**config.mk**
```make
export PLATFORM = sky130hd
export DESIGN_NAME = hsv_color_exchange_pixel
export DESIGN_NICKNAME = d
export VERILOG_FILES = /design/src/hw/rtl/hsvx_pkg.sv /design/src/hw/rtl/hsv_color_exchange_pixel.sv /design/src/hw/rtl/hsvx_conv.sv /design/src/hw/rtl/hsvx_pipe.sv
export SDC_FILE = /design/constraint.sdc
export NUM_CORES = 2
export LEC_CHECK = 0
export ABC_AREA = 1
export BUFFER_PORTS_ARGS = -buffer_cell sky130_fd_sc_hd__buf_2
export CORE_MARGIN = 5
export CORE_UTILIZATION = 38
export DETAILED_ROUTE_END_ITERATION = 7
export PLACE_DENSITY_LB_ADDON = 0.1
export SLEW_MARGIN = 20
export SYNTH_ARGS = -nofsm -noshare
export SYNTH_HDL_FRONTEND = slang
export SYNTH_SLANG_ARGS = --single-unit
```
**constraint.sdc**
```tcl
create_clock -name clk -period 34.2 [get_ports clk]
set_input_delay 5.13 -clock clk [delete_from_list [all_inputs] [get_ports clk]]
set_output_delay 5.13 -clock clk [all_outputs]
set_load 0.02 [all_outputs]
```
**src/hw/rtl/hsvx_pkg.sv**
```systemverilog
// ============================================================================
// HSV color exchange package
// Shared word types, configuration register indexes, converter states and
// small color helper functions.
// ============================================================================
`timescale 1ns / 1ps
`default_nettype none

package hsvx_pkg;

  localparam int CFG_DATA_W = 24;
  localparam int CFG_INDEX_W = 2;

  localparam logic [CFG_INDEX_W-1:0] CFG_MASK_PRESENT  = 2'd0;
  localparam logic [CFG_INDEX_W-1:0] CFG_VALIDATE_MASK = 2'd1;
  localparam logic [CFG_INDEX_W-1:0] CFG_BASE_RGB      = 2'd2;
  localparam logic [CFG_INDEX_W-1:0] CFG_REPL_COLOR    = 2'd3;

  localparam logic [6:0] SAT_MAX = 7'd100;

  typedef struct packed {
    logic [7:0] in_red;
    logic [7:0] in_green;
    logic [7:0] in_blue;
    logic [7:0] in_alpha;
    logic [7:0] mask_red;
    logic [7:0] mask_green;
    logic [7:0] mask_blue;
    logic [7:0] mask_alpha;
  } hsvx_in_t;

  typedef struct packed {
    logic [7:0] out_red;
    logic [7:0] out_green;
    logic [7:0] out_blue;
    logic [7:0] out_alpha;
    logic       mask_error;
  } hsvx_out_t;

  // Recolor parameters derived from the base and replacement colors.
  typedef struct packed {
    logic [6:0]        base_sat;
    logic signed [7:0] sat_delta;
    logic signed [7:0] val_delta;
    logic [2:0]        sector;
    logic [5:0]        frac;
  } hsvx_params_t;

  typedef enum logic [2:0] {
    CV_IDLE,
    CV_LOAD,
    CV_BASE_SAT,
    CV_REPL_SAT,
    CV_REPL_HUE
  } hsvx_cv_state_t;

  function automatic logic [7:0] max3(input logic [7:0] a, input logic [7:0] b,
                                      input logic [7:0] c);
    logic [7:0] m;
    m = a;
    if (b > m) m = b;
    if (c > m) m = c;
    return m;
  endfunction

  function automatic logic [7:0] min3(input logic [7:0] a, input logic [7:0] b,
                                      input logic [7:0] c);
    logic [7:0] m;
    m = a;
    if (b < m) m = b;
    if (c < m) m = c;
    return m;
  endfunction

  // floor(100 * mx / 255) by the exact add-and-shift form of a divide by 255.
  function automatic logic [6:0] value_of(input logic [7:0] mx);
    logic [14:0] x;
    logic [15:0] t;
    x = 15'(mx) * 15'd100;
    t = 16'(x) + 16'd1 + 16'(x >> 8);
    return t[14:8];
  endfunction

endpackage

`default_nettype wire

```
**src/hw/rtl/hsv_color_exchange_pixel.sv**
```systemverilog
// ============================================================================
// HSV color exchange pixel recolor
// Recolors one RGBA pixel per word: selected pixels take the replacement hue
// and have saturation and value shifted by replacement minus base.
// ============================================================================
// Throughput: one word per cycle through the eight-stage pipe while out_ready
// is high and neither a configuration write nor the converter holds input.
// After each configuration write the parameter converter runs, one divider
// quotient bit per cycle, and in_ready is low while it runs.
// Reset is synchronous, active low: valids, config and params clear, data not.
`timescale 1ns / 1ps
`default_nettype none

module hsv_color_exchange_pixel (
  input  wire logic                              clk,
  input  wire logic                              rst_n,
  input  wire logic                              in_valid,
  output logic                                   in_ready,
  input  hsvx_pkg::hsvx_in_t                     in_data,
  output logic                                   out_valid,
  input  wire logic                              out_ready,
  output hsvx_pkg::hsvx_out_t                    out_data,
  input  wire logic                              cfg_we,
  input  wire logic [hsvx_pkg::CFG_INDEX_W-1:0]  cfg_index,
  input  wire logic [hsvx_pkg::CFG_DATA_W-1:0]   cfg_wdata
);
  import hsvx_pkg::*;

  // Configuration registers. The user must let them change only while the block is idle; the block does not enforce it.
  logic        mask_present_r;
  logic        validate_mask_r;
  logic [23:0] base_rgb_r;
  logic [23:0] repl_color_r;

  hsvx_params_t params;
  logic         conv_busy;

  always_ff @(posedge clk) begin
    if (!rst_n) begin
      mask_present_r  <= 1'b0;
      validate_mask_r <= 1'b0;
      base_rgb_r      <= '0;
      repl_color_r    <= '0;
    end else if (cfg_we) begin
      case (cfg_index)
        CFG_MASK_PRESENT:  mask_present_r  <= cfg_wdata[0];
        CFG_VALIDATE_MASK: validate_mask_r <= cfg_wdata[0];
        CFG_BASE_RGB:      base_rgb_r      <= cfg_wdata[23:0];
        CFG_REPL_COLOR:    repl_color_r    <= cfg_wdata[23:0];
        default: begin
        end
      endcase
    end
  end

  // The converter recomputes base saturation, the saturation and value deltas,
  // the replacement hue sector and fraction after every write. Those values
  // stay fixed while pixels stream, so the pipe reads them directly.
  hsvx_conv u_conv (
    .clk        (clk),
    .rst_n      (rst_n),
    .cfg_we     (cfg_we),
    .base_rgb   (base_rgb_r),
    .repl_color (repl_color_r),
    .params     (params),
    .busy       (conv_busy)
  );

  // The pipe holds off new words while the converter runs. Its ready chain
  // runs from out_ready back to in_ready, and each stage moves as soon as the
  // next one has room, so bubbles close up while a result waits downstream.
  hsvx_pipe u_pipe (
    .clk           (clk),
    .rst_n         (rst_n),
    .hold          (conv_busy || cfg_we),
    .mask_present  (mask_present_r),
    .validate_mask (validate_mask_r),
    .params        (params),
    .in_valid      (in_valid),
    .in_ready      (in_ready),
    .in_data       (in_data),
    .out_valid     (out_valid),
    .out_ready     (out_ready),
    .out_data      (out_data)
  );

endmodule

`default_nettype wire

```
**src/hw/rtl/hsvx_conv.sv**
```systemverilog
// ============================================================================
// HSV color exchange parameter converter
// Turns the base and replacement colors into saturation, value and hue terms
// with one shared restoring divider, one quotient bit per cycle.
// ============================================================================
`timescale 1ns / 1ps
`default_nettype none

module hsvx_conv (
  input  wire logic                   clk,
  input  wire logic                   rst_n,
  input  wire logic                   cfg_we,
  input  wire logic [23:0]            base_rgb,
  input  wire logic [23:0]            repl_color,
  output hsvx_pkg::hsvx_params_t      params,
  output logic                        busy
);
  import hsvx_pkg::*;

  hsvx_cv_state_t state_r, state_nxt;
  hsvx_params_t   params_r, params_nxt;
  logic [16:0]    rem_r, rem_nxt;
  logic [7:0]     div_r, div_nxt;
  logic [3:0]     cnt_r, cnt_nxt;
  logic [8:0]     q_r, q_nxt;

  logic [7:0]  br, bg, bb, rr, rg, rb;
  logic [7:0]  bmx, bd, rmx, rd;
  logic [6:0]  bv, rv;
  logic [16:0] hue_num;
  logic [16:0] dsh;
  logic        take;
  logic [16:0] rem_step;
  logic [8:0]  q_step;
  logic [2:0]  sec;
  logic [8:0]  frac_full;

  assign br = base_rgb[23:16];
  assign bg = base_rgb[15:8];
  assign bb = base_rgb[7:0];
  assign rr = repl_color[23:16];
  assign rg = repl_color[15:8];
  assign rb = repl_color[7:0];

  assign bmx = max3(br, bg, bb);
  assign bd  = bmx - min3(br, bg, bb);
  assign rmx = max3(rr, rg, rb);
  assign rd  = rmx - min3(rr, rg, rb);
  assign bv  = value_of(bmx);
  assign rv  = value_of(rmx);

  // Hue numerator; red wins ties over green, green over blue.
  always_comb begin
    if (rr >= rmx) begin
      if (rg >= rb) hue_num = 17'd60 * 17'(rg - rb);
      else          hue_num = 17'd360 * 17'(rd) - 17'd60 * 17'(rb - rg);
    end else if (rg >= rmx) begin
      hue_num = 17'd120 * 17'(rd) + 17'd60 * 17'(rb) - 17'd60 * 17'(rr);
    end else begin
      hue_num = 17'd240 * 17'(rd) + 17'd60 * 17'(rr) - 17'd60 * 17'(rg);
    end
  end

  assign dsh      = 17'(div_r) << cnt_r;
  assign take     = (div_r != 8'd0) && (rem_r >= dsh);
  assign rem_step = take ? rem_r - dsh : rem_r;
  assign q_step   = q_r | (take ? (9'd1 << cnt_r) : 9'd0);

  always_comb begin
    if (q_step >= 9'd300)      sec = 3'd5;
    else if (q_step >= 9'd240) sec = 3'd4;
    else if (q_step >= 9'd180) sec = 3'd3;
    else if (q_step >= 9'd120) sec = 3'd2;
    else if (q_step >= 9'd60)  sec = 3'd1;
    else                       sec = 3'd0;
  end
  assign frac_full = q_step - 9'(sec) * 9'd60;

  always_comb begin
    state_nxt  = state_r;
    params_nxt = params_r;
    rem_nxt    = rem_r;
    div_nxt    = div_r;
    cnt_nxt    = cnt_r;
    q_nxt      = q_r;
    case (state_r)
      CV_IDLE: begin
      end
      CV_LOAD: begin
        params_nxt.val_delta = $signed({1'b0, rv}) - $signed({1'b0, bv});
        rem_nxt   = 17'd100 * 17'(bd);
        div_nxt   = bmx;
        cnt_nxt   = 4'd6;
        q_nxt     = '0;
        state_nxt = CV_BASE_SAT;
      end
      CV_BASE_SAT: begin
        rem_nxt = rem_step;
        q_nxt   = q_step;
        cnt_nxt = cnt_r - 4'd1;
        if (cnt_r == 4'd0) begin
          params_nxt.base_sat = q_step[6:0];
          rem_nxt   = 17'd100 * 17'(rd);
          div_nxt   = rmx;
          cnt_nxt   = 4'd6;
          q_nxt     = '0;
          state_nxt = CV_REPL_SAT;
        end
      end
      CV_REPL_SAT: begin
        rem_nxt = rem_step;
        q_nxt   = q_step;
        cnt_nxt = cnt_r - 4'd1;
        if (cnt_r == 4'd0) begin
          params_nxt.sat_delta = $signed({1'b0, q_step[6:0]})
                               - $signed({1'b0, params_r.base_sat});
          rem_nxt   = hue_num;
          div_nxt   = rd;
          cnt_nxt   = 4'd8;
          q_nxt     = '0;
          state_nxt = CV_REPL_HUE;
        end
      end
      CV_REPL_HUE: begin
        rem_nxt = rem_step;
        q_nxt   = q_step;
        cnt_nxt = cnt_r - 4'd1;
        if (cnt_r == 4'd0) begin
          params_nxt.sector = sec;
          params_nxt.frac   = frac_full[5:0];
          state_nxt         = CV_IDLE;
        end
      end
      default: begin
        state_nxt = CV_IDLE;
      end
    endcase
    if (cfg_we) state_nxt = CV_LOAD;
  end

  always_ff @(posedge clk) begin
    if (!rst_n) begin
      state_r  <= CV_IDLE;
      params_r <= '0;
    end else begin
      state_r  <= state_nxt;
      params_r <= params_nxt;
    end
  end

  always_ff @(posedge clk) begin
    rem_r <= rem_nxt;
    div_r <= div_nxt;
    cnt_r <= cnt_nxt;
    q_r   <= q_nxt;
  end

  assign params = params_r;
  assign busy   = (state_r != CV_IDLE);

`ifndef SYNTHESIS
  a_write_restarts: assert property (@(posedge clk) disable iff (!rst_n)
    cfg_we |=> (state_r == CV_LOAD))
    else $error("config write did not restart the converter");

  a_hue_terms: assert property (@(posedge clk) disable iff (!rst_n)
    (state_r == CV_REPL_HUE && cnt_r == 4'd0 && !cfg_we) |=>
      (params_r.frac < 6'd60 && params_r.sector < 3'd6 && state_r == CV_IDLE))
    else $error("hue sector or fraction out of range");

  a_sat_bound: assert property (@(posedge clk) disable iff (!rst_n)
    (state_r == CV_BASE_SAT || state_r == CV_REPL_SAT) |-> (q_r <= 9'd100))
    else $error("saturation quotient above 100");
`endif

endmodule

`default_nettype wire

```
**src/hw/rtl/hsvx_pipe.sv**
```systemverilog
// ============================================================================
// HSV color exchange pixel pipeline
// Eight register stages: analysis, two saturation divide stages, adjust,
// channel terms, products, scaling and final rounding with sector select.
// ============================================================================
`timescale 1ns / 1ps
`default_nettype none

module hsvx_pipe (
  input  wire logic                   clk,
  input  wire logic                   rst_n,
  input  wire logic                   hold,
  input  wire logic                   mask_present,
  input  wire logic                   validate_mask,
  input  hsvx_pkg::hsvx_params_t      params,
  input  wire logic                   in_valid,
  output logic                        in_ready,
  input  hsvx_pkg::hsvx_in_t          in_data,
  output logic                        out_valid,
  input  wire logic                   out_ready,
  output hsvx_pkg::hsvx_out_t         out_data
);
  import hsvx_pkg::*;

  typedef struct packed {
    logic [7:0] red;
    logic [7:0] green;
    logic [7:0] blue;
    logic [7:0] alpha;
    logic       sel;
    logic       err;
  } pass_t;

  localparam int NCH = 4;   // x, y, z and full-value channel terms

  logic [8:1] vld_r;
  logic [8:1] en;

  pass_t pass1_r, pass2_r, pass3_r, pass4_r, pass5_r, pass6_r, pass7_r;
  pass_t pass1_nxt;
  logic [7:0]  mx1_r, d1_r, mx2_r;
  logic [6:0]  v2_r, v3_r, v4_r, v5_r;
  logic [14:0] rem2_r;
  logic [6:0]  q2_r, sat3_r, sat4_r;
  logic [12:0] k5_r [NCH-1:0];
  logic [19:0] prod6_r [NCH-1:0];
  logic [17:0] y7_r [NCH-1:0];
  logic [8:0]  q07_r [NCH-1:0];
  hsvx_out_t   out_r, out_nxt;

  logic [14:0] rem2_nxt, rem3_a, dsh_a, dsh_b;
  logic [6:0]  q2_nxt, q3_a;
  logic [6:0]  sat4_nxt, v4_nxt;
  logic [12:0] k5_nxt [NCH-1:0];
  logic [19:0] prod6_nxt [NCH-1:0];
  logic [17:0] y7_nxt [NCH-1:0];
  logic [8:0]  q07_nxt [NCH-1:0];
  logic [7:0]  ch8 [NCH-1:0];
  logic [17:0] res8 [NCH-1:0];

  // Ready chain: a stage loads when it is empty or its successor moves.
  assign en[8] = !vld_r[8] || out_ready;
  genvar gs;
  generate
    for (gs = 1; gs < 8; gs++) begin : g_en
      assign en[gs] = !vld_r[gs] || en[gs+1];
    end
  endgenerate

  assign in_ready = en[1] && !hold;

  always_ff @(posedge clk) begin
    if (!rst_n) begin
      vld_r <= '0;
    end else begin
      if (en[1]) vld_r[1] <= in_valid && !hold;
      for (int i = 2; i <= 8; i++) begin
        if (en[i]) vld_r[i] <= vld_r[i-1];
      end
    end
  end

  // Stage 1: mask decode and channel extremes.
  always_comb begin
    logic red, white;
    red   = (in_data.mask_red == 8'hFF) && (in_data.mask_green == 8'h00) &&
            (in_data.mask_blue == 8'h00) && (in_data.mask_alpha == 8'hFF);
    white = (in_data.mask_red == 8'hFF) && (in_data.mask_green == 8'hFF) &&
            (in_data.mask_blue == 8'hFF) && (in_data.mask_alpha == 8'hFF);
    pass1_nxt.red   = in_data.in_red;
    pass1_nxt.green = in_data.in_green;
    pass1_nxt.blue  = in_data.in_blue;
    pass1_nxt.alpha = in_data.in_alpha;
    pass1_nxt.sel   = 1'b1;
    pass1_nxt.err   = 1'b0;
    if (mask_present) begin
      pass1_nxt.sel = red;
      if (validate_mask && !red && !white && (in_data.mask_alpha != 8'h00)) begin
        pass1_nxt.err = 1'b1;
      end
    end
  end

  // Stage 2: value and the upper four saturation quotient bits.
  always_comb begin
    rem2_nxt = 15'(d1_r) * 15'd100;
    q2_nxt   = '0;
    for (int i = 6; i >= 3; i--) begin
      dsh_a = 15'(mx1_r) << i;
      if (mx1_r != 8'd0 && rem2_nxt >= dsh_a) begin
        rem2_nxt  = rem2_nxt - dsh_a;
        q2_nxt[i] = 1'b1;
      end
    end
  end

  // Stage 3: the lower three quotient bits.
  always_comb begin
    rem3_a = rem2_r;
    q3_a   = q2_r;
    for (int i = 2; i >= 0; i--) begin
      dsh_b = 15'(mx2_r) << i;
      if (mx2_r != 8'd0 && rem3_a >= dsh_b) begin
        rem3_a  = rem3_a - dsh_b;
        q3_a[i] = 1'b1;
      end
    end
  end

  // Stage 4: grey pixels take the base saturation, then shift and clamp.
  always_comb begin
    logic [6:0]        s0;
    logic signed [8:0] st, vt;
    s0 = (sat3_r == 7'd0) ? params.base_sat : sat3_r;
    st = $signed({2'b00, s0}) + $signed({params.sat_delta[7], params.sat_delta});
    vt = $signed({2'b00, v3_r}) + $signed({params.val_delta[7], params.val_delta});
    if (st < 0)                           sat4_nxt = 7'd0;
    else if (st > $signed({2'b00, SAT_MAX})) sat4_nxt = SAT_MAX;
    else                                  sat4_nxt = st[6:0];
    if (vt < 0)                           v4_nxt = 7'd0;
    else if (vt > $signed({2'b00, SAT_MAX})) v4_nxt = SAT_MAX;
    else                                  v4_nxt = vt[6:0];
  end

  // Stage 5: channel weights for the replacement hue sector.
  always_comb begin
    k5_nxt[0] = 13'd60 * 13'(SAT_MAX - sat4_r);
    k5_nxt[1] = 13'd6000 - 13'(sat4_r) * 13'(params.frac);
    k5_nxt[2] = 13'd6000 - 13'(sat4_r) * 13'(6'd60 - params.frac);
    k5_nxt[3] = 13'd6000;
  end

  // Stages 6 and 7: value times weight, then the divide by 40000 estimate.
  // The reciprocal of 625 is rounded down, so the estimate is never high and
  // falls short by at most one.
  always_comb begin
    logic [23:0] x;
    logic [30:0] m;
    for (int c = 0; c < NCH; c++) begin
      prod6_nxt[c] = 20'(v5_r) * 20'(k5_r[c]);
      x            = 24'(prod6_r[c]) * 24'd17 + 24'd20000;
      y7_nxt[c]    = x[23:6];
      m            = 31'(y7_nxt[c]) * 31'd6710;
      q07_nxt[c]   = m[30:22];
    end
  end

  // Stage 8: one correction step and the sector mapping.
  always_comb begin
    logic [8:0] qf;
    for (int c = 0; c < NCH; c++) begin
      res8[c] = y7_r[c] - 18'(q07_r[c]) * 18'd625;
      qf      = (res8[c] >= 18'd625) ? q07_r[c] + 9'd1 : q07_r[c];
      ch8[c]  = qf[7:0];
    end
    out_nxt.out_alpha  = pass7_r.alpha;
    out_nxt.mask_error = pass7_r.err;
    case (params.sector)
      3'd0: begin
        out_nxt.out_red = ch8[3]; out_nxt.out_green = ch8[2]; out_nxt.out_blue = ch8[0];
      end
      3'd1: begin
        out_nxt.out_red = ch8[1]; out_nxt.out_green = ch8[3]; out_nxt.out_blue = ch8[0];
      end
      3'd2: begin
        out_nxt.out_red = ch8[0]; out_nxt.out_green = ch8[3]; out_nxt.out_blue = ch8[2];
      end
      3'd3: begin
        out_nxt.out_red = ch8[0]; out_nxt.out_green = ch8[1]; out_nxt.out_blue = ch8[3];
      end
      3'd4: begin
        out_nxt.out_red = ch8[2]; out_nxt.out_green = ch8[0]; out_nxt.out_blue = ch8[3];
      end
      default: begin
        out_nxt.out_red = ch8[3]; out_nxt.out_green = ch8[0]; out_nxt.out_blue = ch8[1];
      end
    endcase
    if (!pass7_r.sel) begin
      out_nxt.out_red   = pass7_r.red;
      out_nxt.out_green = pass7_r.green;
      out_nxt.out_blue  = pass7_r.blue;
    end
  end

  always_ff @(posedge clk) begin
    if (en[1]) begin
      pass1_r <= pass1_nxt;
      mx1_r   <= max3(in_data.in_red, in_data.in_green, in_data.in_blue);
      d1_r    <= max3(in_data.in_red, in_data.in_green, in_data.in_blue)
               - min3(in_data.in_red, in_data.in_green, in_data.in_blue);
    end
    if (en[2]) begin
      pass2_r <= pass1_r;
      mx2_r   <= mx1_r;
      v2_r    <= value_of(mx1_r);
      rem2_r  <= rem2_nxt;
      q2_r    <= q2_nxt;
    end
    if (en[3]) begin
      pass3_r <= pass2_r;
      v3_r    <= v2_r;
      sat3_r  <= q3_a;
    end
    if (en[4]) begin
      pass4_r <= pass3_r;
      sat4_r  <= sat4_nxt;
      v4_r    <= v4_nxt;
    end
    if (en[5]) begin
      pass5_r <= pass4_r;
      v5_r    <= v4_r;
      k5_r    <= k5_nxt;
    end
    if (en[6]) begin
      pass6_r <= pass5_r;
      prod6_r <= prod6_nxt;
    end
    if (en[7]) begin
      pass7_r <= pass6_r;
      y7_r    <= y7_nxt;
      q07_r   <= q07_nxt;
    end
    if (en[8]) begin
      out_r <= out_nxt;
    end
  end

  assign out_valid = vld_r[8];
  assign out_data  = out_r;

`ifndef SYNTHESIS
  a_err_unselected: assert property (@(posedge clk) disable iff (!rst_n)
    (vld_r[1] && pass1_r.err) |-> !pass1_r.sel)
    else $error("mask error on a selected pixel");

  a_adjust_range: assert property (@(posedge clk) disable iff (!rst_n)
    vld_r[4] |-> (sat4_r <= SAT_MAX && v4_r <= SAT_MAX))
    else $error("adjusted saturation or value out of range");

  a_estimate_close: assert property (@(posedge clk) disable iff (!rst_n)
    vld_r[7] |-> (res8[0] < 18'd1250 && res8[1] < 18'd1250 &&
                  res8[2] < 18'd1250 && res8[3] < 18'd1250))
    else $error("scaling estimate off by more than one");
`endif

endmodule

`default_nettype wire

```
==> impl_metrics.tcl <==
set metrics [dict create \
    layout_common_cells "inv_1 (1995), ha_1 (1522), nand2_1 (1500), fa_1 (771), a21oi_1 (633)" \
    synth_edf_count 609 \
    finalCritPeriodShare_pct 40.3 \
    rsz0062_at_grt "no" \
    max_freq_mhz 72.6 \
    grt_pass1_wl_mm 348 \
    synth_area_leaders "ha_1 (22%), edfxtp_1 (21%), fa_1 (18%)" \
    report.final.slew_viol_count 0 \
    wl_met2_mm 97.4 \
    topRoutingLayerUsed "met5" \
    cts_resized 0 \
    critPathKind "in2out" \
    synth-seq-area-share_pct 23.3 \
    final_common_cell "inv_1" \
    syn2layout_area_growth_pct 8.26 \
    start_util_pct 38.1 \
    first_global_vias 64800 \
    finalSetupViolations 0 \
    syn_area_um2 86600 \
    finalWirelength_mm 212 \
    ios 130 \
    r2r-start "repl_color_r[19]$_SDFFE_PN0P_" \
    hp-class "reg2reg" \
    synthCells 9715 \
    fin_area_um2 93700 \
    clock-sinks 702 \
    dpl.hpwl_mm 180 \
    core-area_um2 227000 \
    ys_warn_count 0 \
    drtPass1Iterations 5 \
    h-tree-depth 3 \
    row_count 175 \
    slew_headroom_pct 29.4 \
    gr-total-overflow 0 \
    gp_congestion 0.886 \
    hold_slack_ns 0.410 \
    dp.cells 12800 \
    die_h_um 487 \
    synth.distinct_cells 72 \
    die-area_um2 237000 \
    path_clk_slew_ns 0.06 \
    async_reset_ff_share_pct 0 \
    finalNonFillerCells 12900 \
    die_w_um 487 \
    grtUsageTotal_pct 18.1 \
    cts.path.max_buffers 3 \
    tightest_slew_ns 1.06 \
    wl_per_cell_um 16.4 \
    ant_nets 0 \
    remaining_drc_errors 0 \
    outcome "complete, no violations" \
    drive_gt1_share_pct 4.17 \
    cts-hold-fix-buffers 0 \
    clock_latency_ns 0.72 \
    avgViaCountPerCell 4.84 \
    crit_path_frequent_cell "nor2_1" \
    cts_made_buffers 85 \
    ys_seq_elements 702 \
    root_buffer "clkbuf_16" \
    yosysTopAreaCell "ha_1" \
    num_vias 62600 \
    endpoint_kind "output port" \
    path_cells "buf_2 -> nor2_1 -> clkinv_1 -> nor2_1 -> inv_6 -> nor2_1 -> inv_4 -> nor2_1 -> clkinv_2 -> nor2_1 -> inv_2 -> buf_4 -> nor2_1 -> inv_2 -> nor2_1 -> inv_2 -> nor2_1 -> nor4_1 -> buf_2" \
    synth_ff_type "edfxtp_1" \
    nets 12200 \
    startpoint "out_ready" \
    min_from "u_pipe.pass2_r[1]$_DFFE_PP_" \
    max_stage_delay_ns 0.51 \
    drtIter0Drc 2797 \
    portBuffers 129 \
    clock_skew_ns 0.0480 \
    grt_max_degree 83 \
    crit_slowest_cell "buf_4" \
    wl_met1_mm 105 \
    synth_fp_nets 12100 \
    hold_viol 0 \
    critPathRequiredTime_ns 29.07 \
    cts_tree "built" \
    maxCapViolations 0 \
    wl_met3_mm 5.86 \
    period_needed_ns 13.78 \
    syn_area_per_cell_um2 8.91 \
    crit_fanout 82 \
    antenna_found_initial 10 \
    yosysTopAreaCellShare_pct 22.0 \
    start_kind "input port" \
    fin_tns_setup_ns 0 \
    post_cts_buffers 0 \
    place_area_um2 90800 \
    cp.arrival_ns 8.65 \
]
[worst max-delay path, delay by kind of cell]
| kind | cells | cell delay (ns) |
|---|---|---|
| buf+inv | 10 | 2.23 |
| simple gates | 9 | 1.18 |
[cell type report]
| type | instances | area [µm²] |
|---|---|---|
| fill | 22700 | 133000 |
| multi-input combinational | 6875 | 58300 |
| sequential | 702 | 20100 |
| inverter | 2025 | 7610 |
| tap | 3009 | 3760 |
| clock buffer | 107 | 2280 |
| timing repair buffer | 164 | 908 |
| clock inverter | 49 | 629 |
| antenna | 2 | 5.00 |
[registers in the layout, indices dropped and copies added (netlist names), 8 cells and up]
| register | count |
|---|---|
| u_pipe.d1_r | 8 |
| u_conv.params | 32 |
| u_pipe.pass1_r | 34 |
| u_conv.q_r | 9 |
| repl_color_r | 24 |
| u_conv.div_r | 8 |
| u_pipe.pass3_r | 34 |
| u_pipe.pass6_r | 34 |
| u_pipe.out_nxt | 9 |
| u_pipe.pass7_r | 25 |
| u_pipe.pass2_r | 34 |
| u_pipe.y7_r | 72 |
| u_pipe.pass5_r | 34 |
| u_pipe.out_data | 33 |
| u_pipe.prod6_r | 73 |
| u_conv.rem_r | 17 |
| u_pipe.k5_r | 36 |
| u_pipe.mx2_r | 8 |
| base_rgb_r | 24 |
| u_pipe.pass4_r | 34 |
| u_pipe.rem2_r | 13 |
| u_pipe.vld_r | 8 |
| u_pipe.q07_r | 36 |
| u_pipe.mx1_r | 8 |
[path summary, 6_finish.rpt]
path	endpoint	depth (start not counted)	slack [ns]
min	u_pipe.pass3_r[1]$_DFFE_PP_	0	0.41
max reg2reg	u_conv.rem_r[14]$_DFFE_PP_	54	23.08
min reg2reg	u_pipe.pass3_r[1]$_DFFE_PP_	0	0.41
max	in_ready	19	20.42
[metal layers]
metal	vias up	global-route usage [%]
met3	209	1.87
met4	6	3.60
li1	31800	-
met5	-	0
met1	29900	25.6
met2	742	30.2
[Yosys cell counts, drive strengths merged, types with 18 or more instances]
library cell     n
inv           2021
nand2         1532
ha            1522
fa             771
a21oi          634
edfxtp         609
nor2           509
o21ai          480
xor2           401
nand3          316
xnor2          197
clkbuf          96
dfxtp           93
nand4           77
o21bai          74
nor3            56
or2             36
o211ai          33
a21o            30
a31oi           30
o31ai           26
a211oi          18
[metrics by stage]
stage	setup slack [ns]	util, %
floorplan	11.93	-
global placement	20.10	40.0
detailed placement	20.21	40.0
CTS	20.19	41.3
global route	19.96	41.3
finish	20.42	41.3
[logic make-up after synthesis]
kind of cell	share of synthesized area, %
adders and majority gates	39.8
AOI/OAI and AO/OA	8.98
DFF	23.3
and+or+nand+nor	12.5
muxes	0.0347
buffers and inverters	9.31
xor gates and xnor gates	6.08
Power is left out: the tool's default activity adds up to more than one toggle a clock period on the data nets, which glitch-free logic cannot reach.
